### src/design/hqwe_pkg.sv
// ----------------------------------------------------------------------------
// hqwe_pkg
// Shared types, constants and helpers for the Q encoded-word header encoder.
// ----------------------------------------------------------------------------
package hqwe_pkg;

    localparam int MAX_CHARSET_BYTES = 16;
    localparam int CS_LEN_W          = 5;
    localparam int JOBQ_DEPTH        = 2;
    localparam int JOBQ_PTR_W        = $clog2(JOBQ_DEPTH);
    localparam int JOBQ_CNT_W        = $clog2(JOBQ_DEPTH + 1);
    localparam int SEQ_IDX_W         = 5;
    localparam int APB_ADDR_W        = 6;
    localparam int APB_DATA_W        = 64;

    localparam logic [2:0] REG_CS_LOW    = 3'd0;
    localparam logic [2:0] REG_CS_HIGH   = 3'd1;
    localparam logic [2:0] REG_CS_LEN    = 3'd2;
    localparam logic [2:0] REG_MAX_LEN   = 3'd3;
    localparam logic [2:0] REG_CTRL_LIM  = 3'd4;

    localparam logic [63:0]         RST_CS_LOW   = 64'd241277752405;
    localparam logic [63:0]         RST_CS_HIGH  = 64'd0;
    localparam logic [CS_LEN_W-1:0] RST_CS_LEN   = 5'd5;
    localparam logic [7:0]          RST_MAX_LEN  = 8'd75;
    localparam logic [6:0]          RST_CTRL_LIM = 7'd20;

    localparam logic [7:0] CH_EQ    = 8'h3D;
    localparam logic [7:0] CH_QM    = 8'h3F;
    localparam logic [7:0] CH_Q     = 8'h51;
    localparam logic [7:0] CH_SP    = 8'h20;
    localparam logic [7:0] CH_US    = 8'h5F;
    localparam logic [7:0] CH_CR    = 8'h0D;
    localparam logic [7:0] CH_LF    = 8'h0A;
    localparam logic [7:0] CH_DEL   = 8'h7F;
    localparam logic [9:0] FRAME_LEN = 10'd7;

    typedef struct packed {
        logic [8*MAX_CHARSET_BYTES-1:0] charset;
        logic [CS_LEN_W-1:0]            name_len;
        logic [7:0]                     max_len;
        logic [6:0]                     ctrl_limit;
    } cfg_t;

    typedef struct packed {
        logic [7:0] data;
        logic       escape;
        logic       open;
        logic       brk;
        logic       last;
    } job_t;

    typedef enum logic [1:0] {
        PH_BREAK,
        PH_OPEN,
        PH_BODY,
        PH_CLOSE
    } phase_t;

    function automatic logic [7:0] hex_digit(input logic [3:0] nib);
        logic [7:0] d;
        if (nib < 4'd10)
        begin
            d = 8'h30 + {4'd0, nib};
        end
        else
        begin
            d = 8'h37 + {4'd0, nib};
        end
        return d;
    endfunction

endpackage

### src/design/hqwe_front.sv
// ----------------------------------------------------------------------------
// hqwe_front
// Accepts header bytes, classifies them and decides where words open and break.
// ----------------------------------------------------------------------------
module hqwe_front
(
    input  logic              clk,
    input  logic              rst_n,
    input  hqwe_pkg::cfg_t    cfg,
    input  logic [7:0]        in_byte,
    input  logic              in_last,
    input  logic              push,
    output logic              full,
    output hqwe_pkg::job_t    job,
    output logic              job_push,
    input  logic              job_full
);

    logic [7:0] word_length_reg;
    logic [7:0] word_length_next;
    logic       word_open_reg;
    logic       word_open_next;
    logic       escape;
    logic [7:0] need;
    logic [7:0] base_len;
    logic [9:0] total;
    logic       accept;

    assign full   = job_full;
    assign accept = push && !job_full;
    assign job_push = accept;

    always_comb
    begin
        escape = (in_byte != hqwe_pkg::CH_SP) &&
                 ((in_byte == hqwe_pkg::CH_EQ) || (in_byte == hqwe_pkg::CH_QM) ||
                  (in_byte < {1'b0, cfg.ctrl_limit}) || (in_byte >= hqwe_pkg::CH_DEL));
        need  = escape ? 8'd3 : 8'd1;
        total = hqwe_pkg::FRAME_LEN + 10'(cfg.name_len) + 10'(word_length_reg) + 10'(need);

        job.data   = (in_byte == hqwe_pkg::CH_SP) ? hqwe_pkg::CH_US : in_byte;
        job.escape = escape;
        job.open   = !word_open_reg;
        job.brk    = word_open_reg && (word_length_reg != 8'd0) &&
                     (total > 10'(cfg.max_len));
        job.last   = in_last;

        base_len = (job.open || job.brk) ? 8'd0 : word_length_reg;
        word_length_next = in_last ? 8'd0 : 8'(base_len + need);
        word_open_next   = !in_last;
    end

    always_ff @(posedge clk or negedge rst_n)
    begin
        if (!rst_n)
        begin
            word_length_reg <= 8'd0;
            word_open_reg   <= 1'b0;
        end
        else if (accept)
        begin
            word_length_reg <= word_length_next;
            word_open_reg   <= word_open_next;
        end
    end

endmodule

### src/design/hqwe_job_queue.sv
// ----------------------------------------------------------------------------
// hqwe_job_queue
// Short queue of classified requests between the front and back parts.
// ----------------------------------------------------------------------------
module hqwe_job_queue
(
    input  logic              clk,
    input  logic              rst_n,
    input  logic              wr_en,
    input  hqwe_pkg::job_t    wr_job,
    output logic              q_full,
    input  logic              rd_en,
    output hqwe_pkg::job_t    rd_job,
    output logic              rd_valid
);

    hqwe_pkg::job_t                    mem [hqwe_pkg::JOBQ_DEPTH];
    logic [hqwe_pkg::JOBQ_PTR_W-1:0]   wr_ptr_reg;
    logic [hqwe_pkg::JOBQ_PTR_W-1:0]   rd_ptr_reg;
    logic [hqwe_pkg::JOBQ_CNT_W-1:0]   count_reg;
    logic                              do_wr;
    logic                              do_rd;

    assign q_full   = (count_reg == hqwe_pkg::JOBQ_CNT_W'(hqwe_pkg::JOBQ_DEPTH));
    assign rd_valid = (count_reg != '0);
    assign rd_job   = mem[rd_ptr_reg];
    assign do_wr    = wr_en && !q_full;
    assign do_rd    = rd_en && rd_valid;

    always_ff @(posedge clk)
    begin
        if (do_wr)
        begin
            mem[wr_ptr_reg] <= wr_job;
        end
    end

    always_ff @(posedge clk or negedge rst_n)
    begin
        if (!rst_n)
        begin
            wr_ptr_reg <= '0;
            rd_ptr_reg <= '0;
            count_reg  <= '0;
        end
        else
        begin
            if (do_wr)
            begin
                wr_ptr_reg <= (wr_ptr_reg == hqwe_pkg::JOBQ_PTR_W'(hqwe_pkg::JOBQ_DEPTH - 1)) ?
                              '0 : wr_ptr_reg + 1'b1;
            end
            if (do_rd)
            begin
                rd_ptr_reg <= (rd_ptr_reg == hqwe_pkg::JOBQ_PTR_W'(hqwe_pkg::JOBQ_DEPTH - 1)) ?
                              '0 : rd_ptr_reg + 1'b1;
            end
            if (do_wr && !do_rd)
            begin
                count_reg <= count_reg + 1'b1;
            end
            else if (do_rd && !do_wr)
            begin
                count_reg <= count_reg - 1'b1;
            end
        end
    end

endmodule

### src/design/hqwe_back.sv
// ----------------------------------------------------------------------------
// hqwe_back
// Sequencer that expands requests to bytes, one per cycle unless stalled.
// ----------------------------------------------------------------------------
module hqwe_back
(
    input  logic              clk,
    input  logic              rst_n,
    input  hqwe_pkg::cfg_t    cfg,
    input  hqwe_pkg::job_t    job,
    input  logic              job_valid,
    output logic              job_pop,
    output logic              empty,
    input  logic              pop,
    output logic [7:0]        out_byte,
    output logic              out_run_end,
    output logic              out_header_end
);

    hqwe_pkg::phase_t                  phase_reg;
    hqwe_pkg::phase_t                  phase_next;
    hqwe_pkg::phase_t                  cur_phase;
    hqwe_pkg::phase_t                  seg_phase;
    logic [hqwe_pkg::SEQ_IDX_W-1:0]    idx_reg;
    logic [hqwe_pkg::SEQ_IDX_W-1:0]    idx_next;
    logic [hqwe_pkg::SEQ_IDX_W-1:0]    cur_idx;
    logic                              started_reg;
    logic                              started_next;
    logic                              emit;
    logic [7:0]                        byte_val;
    logic                              seg_end;
    logic                              job_end;
    logic                              hdr_end;
    logic [3:0]                        name_idx;
    logic [hqwe_pkg::SEQ_IDX_W-1:0]    open_end;
    logic [7:0]                        out_byte_reg;
    logic                              out_run_end_reg;
    logic                              out_header_end_reg;
    logic                              out_valid_reg;

    assign emit     = job_valid && (!out_valid_reg || pop);
    assign name_idx = 4'(cur_idx - 5'd2);
    assign open_end = 5'(cfg.name_len + 5'd4);

    always_comb
    begin
        if (started_reg)
        begin
            cur_phase = phase_reg;
            cur_idx   = idx_reg;
        end
        else
        begin
            cur_phase = job.brk ? hqwe_pkg::PH_BREAK :
                        (job.open ? hqwe_pkg::PH_OPEN : hqwe_pkg::PH_BODY);
            cur_idx   = '0;
        end

        byte_val  = hqwe_pkg::CH_QM;
        seg_end   = 1'b0;
        job_end   = 1'b0;
        hdr_end   = 1'b0;
        seg_phase = hqwe_pkg::PH_BODY;

        case (cur_phase)
            hqwe_pkg::PH_BREAK:
            begin
                case (cur_idx)
                    5'd0:    byte_val = hqwe_pkg::CH_QM;
                    5'd1:    byte_val = hqwe_pkg::CH_EQ;
                    5'd2:    byte_val = hqwe_pkg::CH_CR;
                    5'd3:    byte_val = hqwe_pkg::CH_LF;
                    default: byte_val = hqwe_pkg::CH_SP;
                endcase
                seg_end   = (cur_idx == 5'd5);
                seg_phase = hqwe_pkg::PH_OPEN;
            end
            hqwe_pkg::PH_OPEN:
            begin
                if (cur_idx == 5'd0)
                begin
                    byte_val = hqwe_pkg::CH_EQ;
                end
                else if (cur_idx == 5'd1)
                begin
                    byte_val = hqwe_pkg::CH_QM;
                end
                else if (cur_idx < 5'(cfg.name_len + 5'd2))
                begin
                    byte_val = cfg.charset[name_idx*8 +: 8];
                end
                else if (cur_idx == 5'(cfg.name_len + 5'd3))
                begin
                    byte_val = hqwe_pkg::CH_Q;
                end
                else
                begin
                    byte_val = hqwe_pkg::CH_QM;
                end
                seg_end   = (cur_idx == open_end);
                seg_phase = hqwe_pkg::PH_BODY;
            end
            hqwe_pkg::PH_BODY:
            begin
                if (!job.escape)
                begin
                    byte_val = job.data;
                end
                else
                begin
                    case (cur_idx)
                        5'd0:    byte_val = hqwe_pkg::CH_EQ;
                        5'd1:    byte_val = hqwe_pkg::hex_digit(job.data[7:4]);
                        default: byte_val = hqwe_pkg::hex_digit(job.data[3:0]);
                    endcase
                end
                seg_end   = job.escape ? (cur_idx == 5'd2) : 1'b1;
                job_end   = seg_end && !job.last;
                seg_phase = hqwe_pkg::PH_CLOSE;
            end
            hqwe_pkg::PH_CLOSE:
            begin
                byte_val  = (cur_idx == 5'd0) ? hqwe_pkg::CH_QM : hqwe_pkg::CH_EQ;
                seg_end   = (cur_idx == 5'd1);
                job_end   = seg_end;
                hdr_end   = seg_end;
                seg_phase = hqwe_pkg::PH_CLOSE;
            end
            default:
            begin
                byte_val = hqwe_pkg::CH_QM;
            end
        endcase

        phase_next   = phase_reg;
        idx_next     = idx_reg;
        started_next = started_reg;
        job_pop      = 1'b0;
        if (emit)
        begin
            if (job_end)
            begin
                started_next = 1'b0;
                job_pop      = 1'b1;
            end
            else if (seg_end)
            begin
                phase_next   = seg_phase;
                idx_next     = '0;
                started_next = 1'b1;
            end
            else
            begin
                phase_next   = cur_phase;
                idx_next     = cur_idx + 1'b1;
                started_next = 1'b1;
            end
        end
    end

    always_ff @(posedge clk or negedge rst_n)
    begin
        if (!rst_n)
        begin
            phase_reg   <= hqwe_pkg::PH_BODY;
            idx_reg     <= '0;
            started_reg <= 1'b0;
        end
        else
        begin
            phase_reg   <= phase_next;
            idx_reg     <= idx_next;
            started_reg <= started_next;
        end
    end

    always_ff @(posedge clk or negedge rst_n)
    begin
        if (!rst_n)
        begin
            out_valid_reg <= 1'b0;
        end
        else if (emit)
        begin
            out_valid_reg <= 1'b1;
        end
        else if (pop)
        begin
            out_valid_reg <= 1'b0;
        end
    end

    always_ff @(posedge clk)
    begin
        if (emit)
        begin
            out_byte_reg       <= byte_val;
            out_run_end_reg    <= job_end;
            out_header_end_reg <= hdr_end;
        end
    end

    assign empty          = !out_valid_reg;
    assign out_byte       = out_byte_reg;
    assign out_run_end    = out_run_end_reg;
    assign out_header_end = out_header_end_reg;

endmodule

### src/design/header_q_word_encoder.sv
// ----------------------------------------------------------------------------
// header_q_word_encoder
// Streams header bytes into Q encoded words with framing and line folding.
// ----------------------------------------------------------------------------
// The output side delivers one encoded byte per clock while pop is held and a
// request is queued. A request produces one output byte for a plain byte,
// three for an escaped byte, plus five and the charset name length when a word
// opens, eleven plus the name length when a word is folded, and two when the
// header closes. That output sequencer sets the sustained rate; the input side
// accepts a byte every cycle until the two-entry request queue fills.
module header_q_word_encoder
(
    input  logic                                clk,
    input  logic                                rst_n,
    input  logic                                psel,
    input  logic                                penable,
    input  logic                                pwrite,
    input  logic [hqwe_pkg::APB_ADDR_W-1:0]     paddr,
    input  logic [hqwe_pkg::APB_DATA_W-1:0]     pwdata,
    output logic [hqwe_pkg::APB_DATA_W-1:0]     prdata,
    output logic                                pready,
    input  logic [7:0]                          in_byte,
    input  logic                                in_last,
    input  logic                                push,
    output logic                                full,
    output logic [7:0]                          out_byte,
    output logic                                out_run_end,
    output logic                                out_header_end,
    output logic                                empty,
    input  logic                                pop
);

    logic [63:0]                    cs_low_reg;
    logic [63:0]                    cs_high_reg;
    logic [hqwe_pkg::CS_LEN_W-1:0]  cs_len_reg;
    logic [7:0]                     max_len_reg;
    logic [6:0]                     ctrl_lim_reg;
    logic [2:0]                     reg_idx;
    logic                           wr_en;
    hqwe_pkg::cfg_t                 cfg;
    hqwe_pkg::job_t                 front_job;
    hqwe_pkg::job_t                 head_job;
    logic                           job_push;
    logic                           job_full;
    logic                           job_valid;
    logic                           job_pop;

    assign pready  = 1'b1;
    assign reg_idx = paddr[hqwe_pkg::APB_ADDR_W-1:3];
    assign wr_en   = psel && penable && pwrite && pready;

    always_ff @(posedge clk or negedge rst_n)
    begin
        if (!rst_n)
        begin
            cs_low_reg   <= hqwe_pkg::RST_CS_LOW;
            cs_high_reg  <= hqwe_pkg::RST_CS_HIGH;
            cs_len_reg   <= hqwe_pkg::RST_CS_LEN;
            max_len_reg  <= hqwe_pkg::RST_MAX_LEN;
            ctrl_lim_reg <= hqwe_pkg::RST_CTRL_LIM;
        end
        else if (wr_en)
        begin
            case (reg_idx)
                hqwe_pkg::REG_CS_LOW:   cs_low_reg   <= pwdata;
                hqwe_pkg::REG_CS_HIGH:  cs_high_reg  <= pwdata;
                hqwe_pkg::REG_CS_LEN:   cs_len_reg   <= pwdata[hqwe_pkg::CS_LEN_W-1:0];
                hqwe_pkg::REG_MAX_LEN:  max_len_reg  <= pwdata[7:0];
                hqwe_pkg::REG_CTRL_LIM: ctrl_lim_reg <= pwdata[6:0];
                default:
                begin
                end
            endcase
        end
    end

    always_comb
    begin
        case (reg_idx)
            hqwe_pkg::REG_CS_LOW:   prdata = cs_low_reg;
            hqwe_pkg::REG_CS_HIGH:  prdata = cs_high_reg;
            hqwe_pkg::REG_CS_LEN:   prdata = 64'(cs_len_reg);
            hqwe_pkg::REG_MAX_LEN:  prdata = 64'(max_len_reg);
            hqwe_pkg::REG_CTRL_LIM: prdata = 64'(ctrl_lim_reg);
            default:                prdata = '0;
        endcase
    end

    // Name lengths above the byte capacity saturate.
    always_comb
    begin
        cfg.charset    = {cs_high_reg, cs_low_reg};
        cfg.name_len   = (cs_len_reg > hqwe_pkg::CS_LEN_W'(hqwe_pkg::MAX_CHARSET_BYTES)) ?
                         hqwe_pkg::CS_LEN_W'(hqwe_pkg::MAX_CHARSET_BYTES) : cs_len_reg;
        cfg.max_len    = max_len_reg;
        cfg.ctrl_limit = ctrl_lim_reg;
    end

    hqwe_front u_front
    (
        .clk      (clk),
        .rst_n    (rst_n),
        .cfg      (cfg),
        .in_byte  (in_byte),
        .in_last  (in_last),
        .push     (push),
        .full     (full),
        .job      (front_job),
        .job_push (job_push),
        .job_full (job_full)
    );

    hqwe_job_queue u_job_queue
    (
        .clk      (clk),
        .rst_n    (rst_n),
        .wr_en    (job_push),
        .wr_job   (front_job),
        .q_full   (job_full),
        .rd_en    (job_pop),
        .rd_job   (head_job),
        .rd_valid (job_valid)
    );

    hqwe_back u_back
    (
        .clk            (clk),
        .rst_n          (rst_n),
        .cfg            (cfg),
        .job            (head_job),
        .job_valid      (job_valid),
        .job_pop        (job_pop),
        .empty          (empty),
        .pop            (pop),
        .out_byte       (out_byte),
        .out_run_end    (out_run_end),
        .out_header_end (out_header_end)
    );

    a_hdr_end_is_run_end: assert property (@(posedge clk) disable iff (!rst_n)
        (!empty && out_header_end) |-> out_run_end)
        else $error("Header end without end of request.");

    a_hdr_end_is_equals: assert property (@(posedge clk) disable iff (!rst_n)
        (!empty && out_header_end) |-> (out_byte == hqwe_pkg::CH_EQ))
        else $error("Header end not on the closing equals sign.");

    a_run_end_is_text: assert property (@(posedge clk) disable iff (!rst_n)
        (!empty && out_run_end && !out_header_end) |->
        ((out_byte != hqwe_pkg::CH_EQ) && (out_byte != hqwe_pkg::CH_QM)))
        else $error("Request ends on a framing character.");

endmodule
### config.mk
export PLATFORM = sky130hd
export DESIGN_NAME = header_q_word_encoder
export DESIGN_NICKNAME = d
export VERILOG_FILES = /design/src/design/hqwe_pkg.sv /design/src/design/hqwe_front.sv /design/src/design/hqwe_job_queue.sv /design/src/design/hqwe_back.sv /design/src/design/header_q_word_encoder.sv
export SDC_FILE = /design/constraint.sdc
export NUM_CORES = 1
export LEC_CHECK = 0
export BUFFER_PORTS_ARGS = -buffer_cell sky130_fd_sc_hd__buf_2
export CORE_UTILIZATION = 53
export CTS_CLUSTER_DIAMETER = 60
export DETAILED_ROUTE_END_ITERATION = 16
export PLACE_DENSITY = 0.85
export REMOVE_ABC_BUFFERS = 1
export SYNTH_ARGS = -nofsm -noshare
export SYNTH_HDL_FRONTEND = slang
export SYNTH_SLANG_ARGS = --single-unit
### constraint.sdc
create_clock -name clk -period 6.1 [get_ports clk]
set_clock_uncertainty 0.1 [all_clocks]
set_input_delay 0 -clock clk [delete_from_list [all_inputs] [get_ports clk]]
set_output_delay 0 -clock clk [all_outputs]
set_load 0.05 [all_outputs]
## Word-level counts from Yosys, hierarchy flattened

Memory sizes are Yosys's and may differ from the RTL's.
Index checks and enable logic that the tools add are counted.

- Mux-type cells: 38
- Add/subtract/negate cells: 17
- Equality and inequality tests: 18
- $lt $le $gt $ge: 7
- Reductions and logical operators: 38
- Bitwise operators: 1
- Shifts and indexed selects: 1

Operators by type and width:

| kind | number |
|---|---|
| one-hot mux 64 bit (5 select lines) | 1 |
| indexed part select 128 x 8 -> 8 bit | 1 |
| two-way mux 8 bit | 9 |
| one-hot mux 8 bit (4 select lines) | 1 |
| adder 6 x 4 -> 7 bit, first input constant | 4 |
| equality test 8 x 6 -> 1 bit, second input constant | 3 |
| one-hot mux 6 bit (4 select lines) | 1 |
| adder 10 x 8 -> 10 bit | 2 |
| two-way mux 2 bit | 8 |
| one-hot mux 8 bit (2 select lines) | 1 |
| two-way mux 5 bit | 3 |
| logical AND 1 bit | 12 |
| AND reduction 2 bit | 6 |
| adder 5 x 2 -> 5 bit, second input constant | 2 |
| equality test 5 x 2 -> 1 bit, second input constant | 2 |
| equality test 5 bit | 2 |
| > comparator 10 x 8 -> 1 bit | 1 |
| two-way mux 1 bit | 10 |
| adder 8 bit | 1 |
| greater-or-equal comparator 8 x 7 -> 1 bit, second input constant | 1 |
| < comparator 4 bit, second input constant | 2 |
| < comparator 8 x 7 -> 1 bit | 1 |
| != test 8 x 6 -> 1 bit, second input constant | 1 |
| nonzero test 8 bit | 1 |
| other kinds (28) | 44 |

- Flip-flop bits (word level): 180
- Bits in writable memories: 24
- Bits of input ports: 86
- Output and inout bits: 77
- Memories kept: 1

Memory list:

| name | depth | bits a word | read ports | clocked after memory_dff | wr ports | line | source |
|---|---|---|---|---|---|---|---|
| u_job_queue.mem | 2 | 12 | 1 | 0 | 1 | hqwe_job_queue.sv:17 | `hqwe_pkg::job_t mem [hqwe_pkg::JOBQ_DEPTH];` |

## Logic depth before layout (Yosys ltp)

Gate-level depths: netlist (run 1).

- Depth after elaboration: 13
- Gate-level depth with buffers: 27
- Gate-level depth less buffers: 27

## By module

From an unflattened synthesis (run 1), not the netlist that was laid out.

- Cell total of the unflattened synthesis: 1062
- Area total of the unflattened synthesis: 12095.4 µm²

By module, submodules not included:

| module | cells an instance | area each (µm²) | times used | sequential area each (µm²) |
|---|---|---|---|---|
| header_q_word_encoder | 438 | 6472.5 | 1 | 3734.8 |
| hqwe_back | 399 | 3185.6 | 1 | 526.8 |
| hqwe_front | 169 | 1367.6 | 1 | 225.2 |
| hqwe_job_queue | 56 | 1069.8 | 1 | 820.8 |

## Worst setup path after synthesis (run 1)

OpenSTA, ideal clock, no wires.

- Path kind: register -> register
- Start point: register ctrl_lim_reg[4]
- End point: register u_front.word_length_reg[6]
- Arrival: 5636 ps
- Library setup time: 69 ps
- Buffers on the path: 0
- Path slack: 295 ps
- Clock period less this slack: 5805 ps
- Stages on the path, launching flop included: 27
- Cells stage by stage: dfstp_2 inv_1 ha_1 and3_1 a221o_1 a31o_2 a21oi_1 xnor2_1 ha_1 ha_1 fa_1 a21o_1 a21oi_1 o21bai_1 a21oi_1 xnor2_1 ha_1 o21a_1 o22ai_1 a21oi_1 a311oi_2 nand2_1 xnor2_1 ha_1 o211ai_1 or4_1 nand3_1

RTL lines:

| what | line | source |
|---|---|---|
| start: declaration | header_q_word_encoder.sv:37 | `logic [6:0] ctrl_lim_reg;` |
| start signal: assignment | header_q_word_encoder.sv:60 | `ctrl_lim_reg <= hqwe_pkg::RST_CTRL_LIM;` |
| start signal: assignment | header_q_word_encoder.sv:69 | `hqwe_pkg::REG_CTRL_LIM: ctrl_lim_reg <= pwdata[6:0];` |
| end signal: assignment | hqwe_front.sv:62 | `word_length_reg <= word_length_next;` |
| end: declaration | hqwe_front.sv:19 | `logic [7:0] word_length_reg;` |

==> qor.yml, run 1 <==
outcome: "finished, violations left"
violations: "DRC"
antenna_found_initial: 0
critPathCaptureType: "flop"
cts_buffers: 23
firstDrtPassIters: 12
hpwl_um: 22190
ctsHtreeMaxLevel: 1
asyncSetResetFlopFracSynth: 0.8333
synth_edf_count: 34
ir_worst_vdd_uv: 283.3
critical_path.max_fanout: 5
grt_max_degree: 101
cts_root_buffer: "clkbuf_16"
start_kind: "flop"
wire_per_inst_um: 21.75
relSlewSlack: 0.07058
post-route-drc-count: 6
syn_inst: 1074
grt_pass1_wl_um: 54830
syn_area_um2: 11940
rsz0062_at_grt: "false"
fmax_mhz: 170.9
cellPowerDensity_nw_per_um2: 422.6
fp.dieH_um: 152.1
drt-initial-drc-count: 864
p_leak_nw: 6.443
grt_pass1_vias: 10270
pre_cts_ws_ns: 0.03105
timing.final.ws_setup_ns: 0.2492
synthFlopType: "dfrtp_1"
ant_nets: 0
hp-class: "input port to asynchronous set/reset pin"
synthTopCellsByArea: "dfrtp_1, mux2_2, edfxtp_1"
nFillCells: 1519
ys_seq_area_frac: 0.4446
post-route-min-period_ns: 5.851
setup_viol_count_final: 0
drt-total-wl_um: 34450
cp_data_required_time_ns: 6.44
clk_pin_slew_ns: 0.06
worstMarginPinSlew_ns: 1.389
clockBufferDepth: 3
finalHoldViolations: 0
synthToLayoutAreaGrowth_pct: 21.75
cap_violations: 0
syn_area_per_cell_um2: 11.12
cpMostUsedCell: "ha_1"
dieWidth_um: 152.1
port_buffers: 158
start_util: 0.5436
setup_tns_ns: 0
die-area_um2: 23130
ys_ff_latch: 204
period_share: 0.9592
num_vias: 10150
num_antenna_cells: 0
core_area_um2: 21960
cts_tree: "built"
max_stage_delay_ns: 0.53
rows: 54
final_nets: 1422
pin_count: 163
yosysMostFrequentCell: "mux2_2"
yosysTopAreaCell: "dfrtp_1"
gr-usage-all-layers: 0.2965
worst-setup-path-type: "flop to flop"
synthTopCellsByCount: "mux2_2, dfrtp_1, nand2_1"
clkLatencyLatePin_ns: 0.52
drive_gt1_frac: 0.3252
cp_slowest_cell: "dfstp_2"
gp_congestion: 0.9147
crit_arrival_ns: 6.19
viasPerCell: 6.405
synth_top_area_frac: 0.3019
drv_slew: 0
yosysWarnings: 0
grt.overflow.total: 0
r2r_cells: 26
yosysUniqueCellTypes: 78
cts_sinks: 204
[logic make-up after synthesis]
logic type | after synthesis | synth area share
fa+ha+maj | 50 | 0.05283
xor+xnor | 28 | 0.02054
other cells | 2 | 0.0006291
simple gates | 232 | 0.1007
mux | 193 | 0.1889
compound gates | 258 | 0.1566
buf+inv | 107 | 0.03522
flops | 204 | 0.4446
[power breakdown]
| part | internal, mW | switching (mW) | leakage [nW] |
|---|---|---|---|
| logic | 1.08 | 1.65 | 3.67 |
| registers | 1.75 | 0.271 | 2.40 |
| clock network | 0.830 | 0.564 | 0.374 |
| total | 3.66 | 2.49 | 6.44 |
[per-layer routing]
metal	global-route usage	vias up	wire length [um]
met4	0.1482	0	1659
met3	0.06075	126	2990
met5	0	-	0
li1	-	4461	-
met2	0.4965	542	16810
met1	0.3662	5017	12990
[path summary, 6_finish.rpt]
check,slack (ns),end,start
worst min register to register,0.39,u_job_queue.count_reg[1]$_DFFE_PN0P_,u_job_queue.count_reg[1]$_DFFE_PN0P_
worst max register to register,0.25,u_front.word_length_reg[6]$_DFFE_PN0P_,ctrl_lim_reg[4]$_DFFE_PN1P_
worst min-delay path,0.02,u_back.out_valid_reg$_DFFE_PN0P_,rst_n
min in group clk,0.08,ctrl_lim_reg[5]$_DFFE_PN0P_,penable
worst max-delay path,0.25,u_front.word_length_reg[6]$_DFFE_PN0P_,ctrl_lim_reg[4]$_DFFE_PN1P_
max in group asynchronous,4.29,cs_low_reg[57]$_DFFE_PN0P_,rst_n
[cell type report]
cell class	count	area [um^2]	share of cell area
inverter	42	157.7	0.01085
multi-input combinational	763	6259	0.4306
tap	280	350.3	0.02410
sequential	204	5308	0.3652
clock buffer	36	696.9	0.04795
clock inverter	6	62.56	0.004304
timing repair buffer	253	1700	0.1170
[worst max-delay path: cells and delay by family (launching register included)]
family          cells  cell delay [ns]
compound gates     11             2.02
xor+xnor            2             0.28
fa+ha+maj           6             1.69
buf+inv             2             0.19
flops               1             0.53
simple gates        5             0.98
[per-stage QoR]
stage | utilization | instance area (um^2) | power (mW) | hold slack (ns) | instances
2_1_floorplan | - | 11670 | 3.841 | -0.3956 | 1009
3_3_place_gp | 0.5912 | 12980 | 4.524 | 0.04877 | 1465
3_5_place_dp | 0.5912 | 12980 | 4.610 | 0.05640 | 1465
4_1_cts | 0.6606 | 14510 | 6.049 | 0.06093 | 1583
5_1_grt | 0.6619 | 14530 | 6.453 | 0.08515 | 1584
6_report | 0.6619 | 14530 | 6.142 | 0.02154 | 1584
[cells in the final DEF, fill, tap and decap left out, types with 8 or more instances in the layout]
cell           count
mux2i_1           34
buf_2            157
buf_4             19
nand3_1           17
a21oi_1           38
ha_1              47
dfrtp_1          144
xor2_1             9
a31oi_1            9
dlygate4sd3_1     76
a22o_1            58
clkbuf_16         25
nand2b_1          10
o22ai_1           13
a211o_1            8
nor3_1             8
nand2_1           83
xnor2_1           19
mux4_2            11
inv_1             40
o21ai_0           34
clkbuf_1           8
nor2_1            33
a211oi_1          31
nor2b_1           23
mux2_2           148
dfstp_2           26
o211ai_1          11
edfxtp_1          34
[timing repair]
action	4_1_cts	5_1_grt
hold endpoints to repair	267	0
setup buffers	0	1
hold buffers	76	0
gates resized for setup	1	5
endpoints found under the setup margin	1	3
pin swaps	0	2
Note: power is estimated with default switching activity, not from simulation.
==> inputs of run 2 (changes only) <==
--- a/config.mk
+++ b/config.mk
@@ -10,7 +10,6 @@
 export CTS_CLUSTER_DIAMETER = 60
 export DETAILED_ROUTE_END_ITERATION = 16
 export PLACE_DENSITY = 0.85
-export REMOVE_ABC_BUFFERS = 1
 export SYNTH_ARGS = -nofsm -noshare
 export SYNTH_HDL_FRONTEND = slang
 export SYNTH_SLANG_ARGS = --single-unit
==> run 2 against run 1 <==
  * The flow still finishes with violations (DRC)
  * Register-to-register slack better by 0.09 ns
  * First-iteration DRC count rose by 13%
  * Combinational power hardly changed
  * Worst hold slack better by 0.069 ns
  * Critical endpoint unchanged
  * Largest cell class unchanged
==> qor.yml, run 2 (synthesis gave the netlist of run 1 again) <==
outcome: "finished, violations left"
violations: "DRC"
cts_root_buffer: "clkbuf_16"
hpwl_um: 22580  # +1.7%
netSwitchingPower_mw: 2.507  # +0.84%
comb_power_share: 0.435  # -0.009
port_buffers: 158  # unchanged
crit_arrival_ns: 6.12  # -0.07 ns
pin_count: 163  # unchanged
hp-class: "input port to flop"
viasPerCell: 6.452  # +0.73%
cts_buffers: 23  # unchanged
nFillCells: 1507  # -0.79%
drive_gt1_frac: 0.3226  # -0.002573
setup_tns_ns: 0  # unchanged
grtUsageMet2: 0.5084  # +0.01190
grt_max_degree: 113  # +12%
worstMarginPinSlew_ns: 1.188  # -0.2015 ns
dieWidth_um: 152.1  # unchanged
grt_pass1_wl_um: 55920  # +2.0%
worst-setup-path-type: "flop to flop"
finalHoldViolations: 0  # unchanged
ctsHtreeMaxLevel: 1  # unchanged
cap_violations: 0  # unchanged
setup_viol_count_final: 0  # unchanged
gp_congestion: 0.8858  # -3.2%
synth.net_count: 1209
busiest_layer: "met2"
p_int_mw: 3.722  # +1.8%
p_seq_frac: 0.327  # -0.002
start_kind: "flop"
cts_setup_buffers: 0  # unchanged
clkPwrFrac: 0.238  # +0.011
wire_per_inst_um: 22.33  # +2.7%
grt.overflow.total: 0  # unchanged
drv_slew: 0  # unchanged
cellPowerDensity_nw_per_um2: 427.2  # +1.1%
fmax_mhz: 173.6  # +1.6%
post-route-drc-count: 7  # +1
period_share: 0.9443  # -0.01486
cp_data_required_time_ns: 6.46  # +0.02 ns
die-area_um2: 23130  # unchanged
rsz0062_at_grt: "false"
p_leak_nw: 6.442  # about the same
grt_pass1_vias: 10220  # -0.46%
gr-usage-all-layers: 0.3045  # +0.007990
switching_share: 0.4025  # -0.002271
ir_worst_vdd_uv: 275.8  # -2.6%
final_nets: 1421  # -0.070%
relSlewSlack: 0.2063  # +0.1357
layout.cells.most_common: "buf_2"
drt-initial-drc-count: 972  # +13%
drt-total-wl_um: 35370  # +2.7%
fin_util: 0.6639  # +0.001995
post-route-min-period_ns: 5.760  # -0.09067 ns
critical_path.max_fanout: 5  # unchanged
synthToLayoutAreaGrowth_pct: 22.11
cts_sinks: 204  # unchanged
rows: 54  # unchanged
fp.dieH_um: 152.1  # unchanged
clockBufferDepth: 3  # unchanged
final_cell_mix: "buf_2, mux2_2, dfrtp_1, nand2_1, dlygate4sd3_1"
core_area_um2: 21960  # unchanged
clkLatencyLatePin_ns: 0.53  # about the same
antenna_found_initial: 3  # +3
grt_use_met1: 0.3858  # +0.01958
num_vias: 10220  # +0.73%
ant_nets: 0  # unchanged
cts_tree: "built"
grtUsageMet3: 0.05590  # -0.004849
design_area_um2: 14580  # +0.30%
critPathCaptureType: "flop"
clk_pin_slew_ns: 0.06  # about the same
place_area_um2: 12950  # -0.23%
firstDrtPassIters: 11  # -1
start_util: 0.5436  # unchanged
run 2: cell types whose count changed in the layout (fill, tap and decap cells not counted), moves of 2 or more:
cell	before	now
buf_4	19	14
bufinv_16	1	3
clkbuf_1	8	6
clkinv_2	3	1
diode_2	0	2
dlygate4sd3_1	76	80
run 2: power by group through the flow:
stage	combinational, mW	clock, mW	sequential, mW
floorplan	1.87	0	2.02
global placement	2.50	0	2.02
detailed placement	2.57	0	2.04
CTS	2.63	1.48	2.02
global route	2.90	1.54	2.07
finish	2.71	1.48	2.04
run 2: worst paths after layout:
check                                                          to  cells past startpoint                                  from  slack, ns
setup / recovery           u_front.word_length_reg[6]$_DFFE_PN0P_                     25           ctrl_lim_reg[4]$_DFFE_PN1P_       0.34
hold / removal                         max_len_reg[3]$_DFFE_PN1P_                      5                                pwrite       0.09
setup reg to reg           u_front.word_length_reg[6]$_DFFE_PN0P_                     25           ctrl_lim_reg[4]$_DFFE_PN1P_       0.34
hold reg to reg              u_job_queue.count_reg[1]$_DFFE_PN0P_                      1  u_job_queue.count_reg[1]$_DFFE_PN0P_       0.41
max in group asynchronous             cs_high_reg[60]$_DFFE_PN0P_                      3                                 rst_n       4.39
min in group asynchronous             cs_high_reg[35]$_DFFE_PN0P_                      2                                 rst_n       0.10
run 2: metal layers:
metal	wire length, um	share of wire
met2	17210	0.49
met4	1535	0.043
met3	2970	0.084
met1	13660	0.39
met5	0	0
run 2: final cells by class:
| cell class | instances | area, um^2 | share of cell area |
|---|---|---|---|
| multi-input combinational | 763 | 6251 | 0.4288 |
| sequential | 204 | 5308 | 0.3641 |
| timing repair buffer | 252 | 1703 | 0.1168 |
| clock buffer | 34 | 683.2 | 0.04686 |
| tap | 280 | 350.3 | 0.02403 |
| inverter | 42 | 157.7 | 0.01081 |
| clock inverter | 7 | 120.1 | 0.008240 |
| antenna | 2 | 5.005 | 0.0003433 |
run 2: worst max-delay path, stage by stage (launching register included):
cell      delay [ns]
dfstp_2         0.55
inv_1           0.04
ha_1            0.25
and3_1          0.16
a221o_1         0.29
a31o_2          0.26
a21oi_2         0.17
xnor2_1         0.14
ha_1            0.25
ha_1            0.24
fa_2            0.36
a21o_1          0.17
a21oi_2         0.17
o21bai_1        0.09
a21oi_1         0.16
xnor2_1         0.09
ha_1            0.22
nor3_2          0.19
o211ai_1        0.20
a311oi_2        0.37
nand2_1         0.11
xnor2_1         0.16
ha_2            0.24
o211ai_1        0.14
or4_1           0.49
nand3_1         0.10
run 2: per-stage QoR:
| step | instances | hold WS, ns | setup WS (ns) | total power, mW |
|---|---|---|---|---|
| 6_report | 1584 | 0.09099 | 0.3398 | 6.228 |
| 5_1_grt | 1584 | 0.09828 | 0.01072 | 6.517 |
| 4_1_cts | 1582 | 0.05150 | 0.1469 | 6.127 |
| 3_5_place_dp | 1461 | 0.1221 | 0.1721 | 4.608 |
| 3_3_place_gp | 1461 | 0.1110 | 0.3313 | 4.519 |
| 2_1_floorplan | 1074 | -0.3956 | 0.2950 | 3.895 |
run 2: repair_timing:
item,CTS,global route
resized for setup,0,5
hold buffers,80,0
hold endpoints to repair,281,0
setup endpoints to repair,0,3
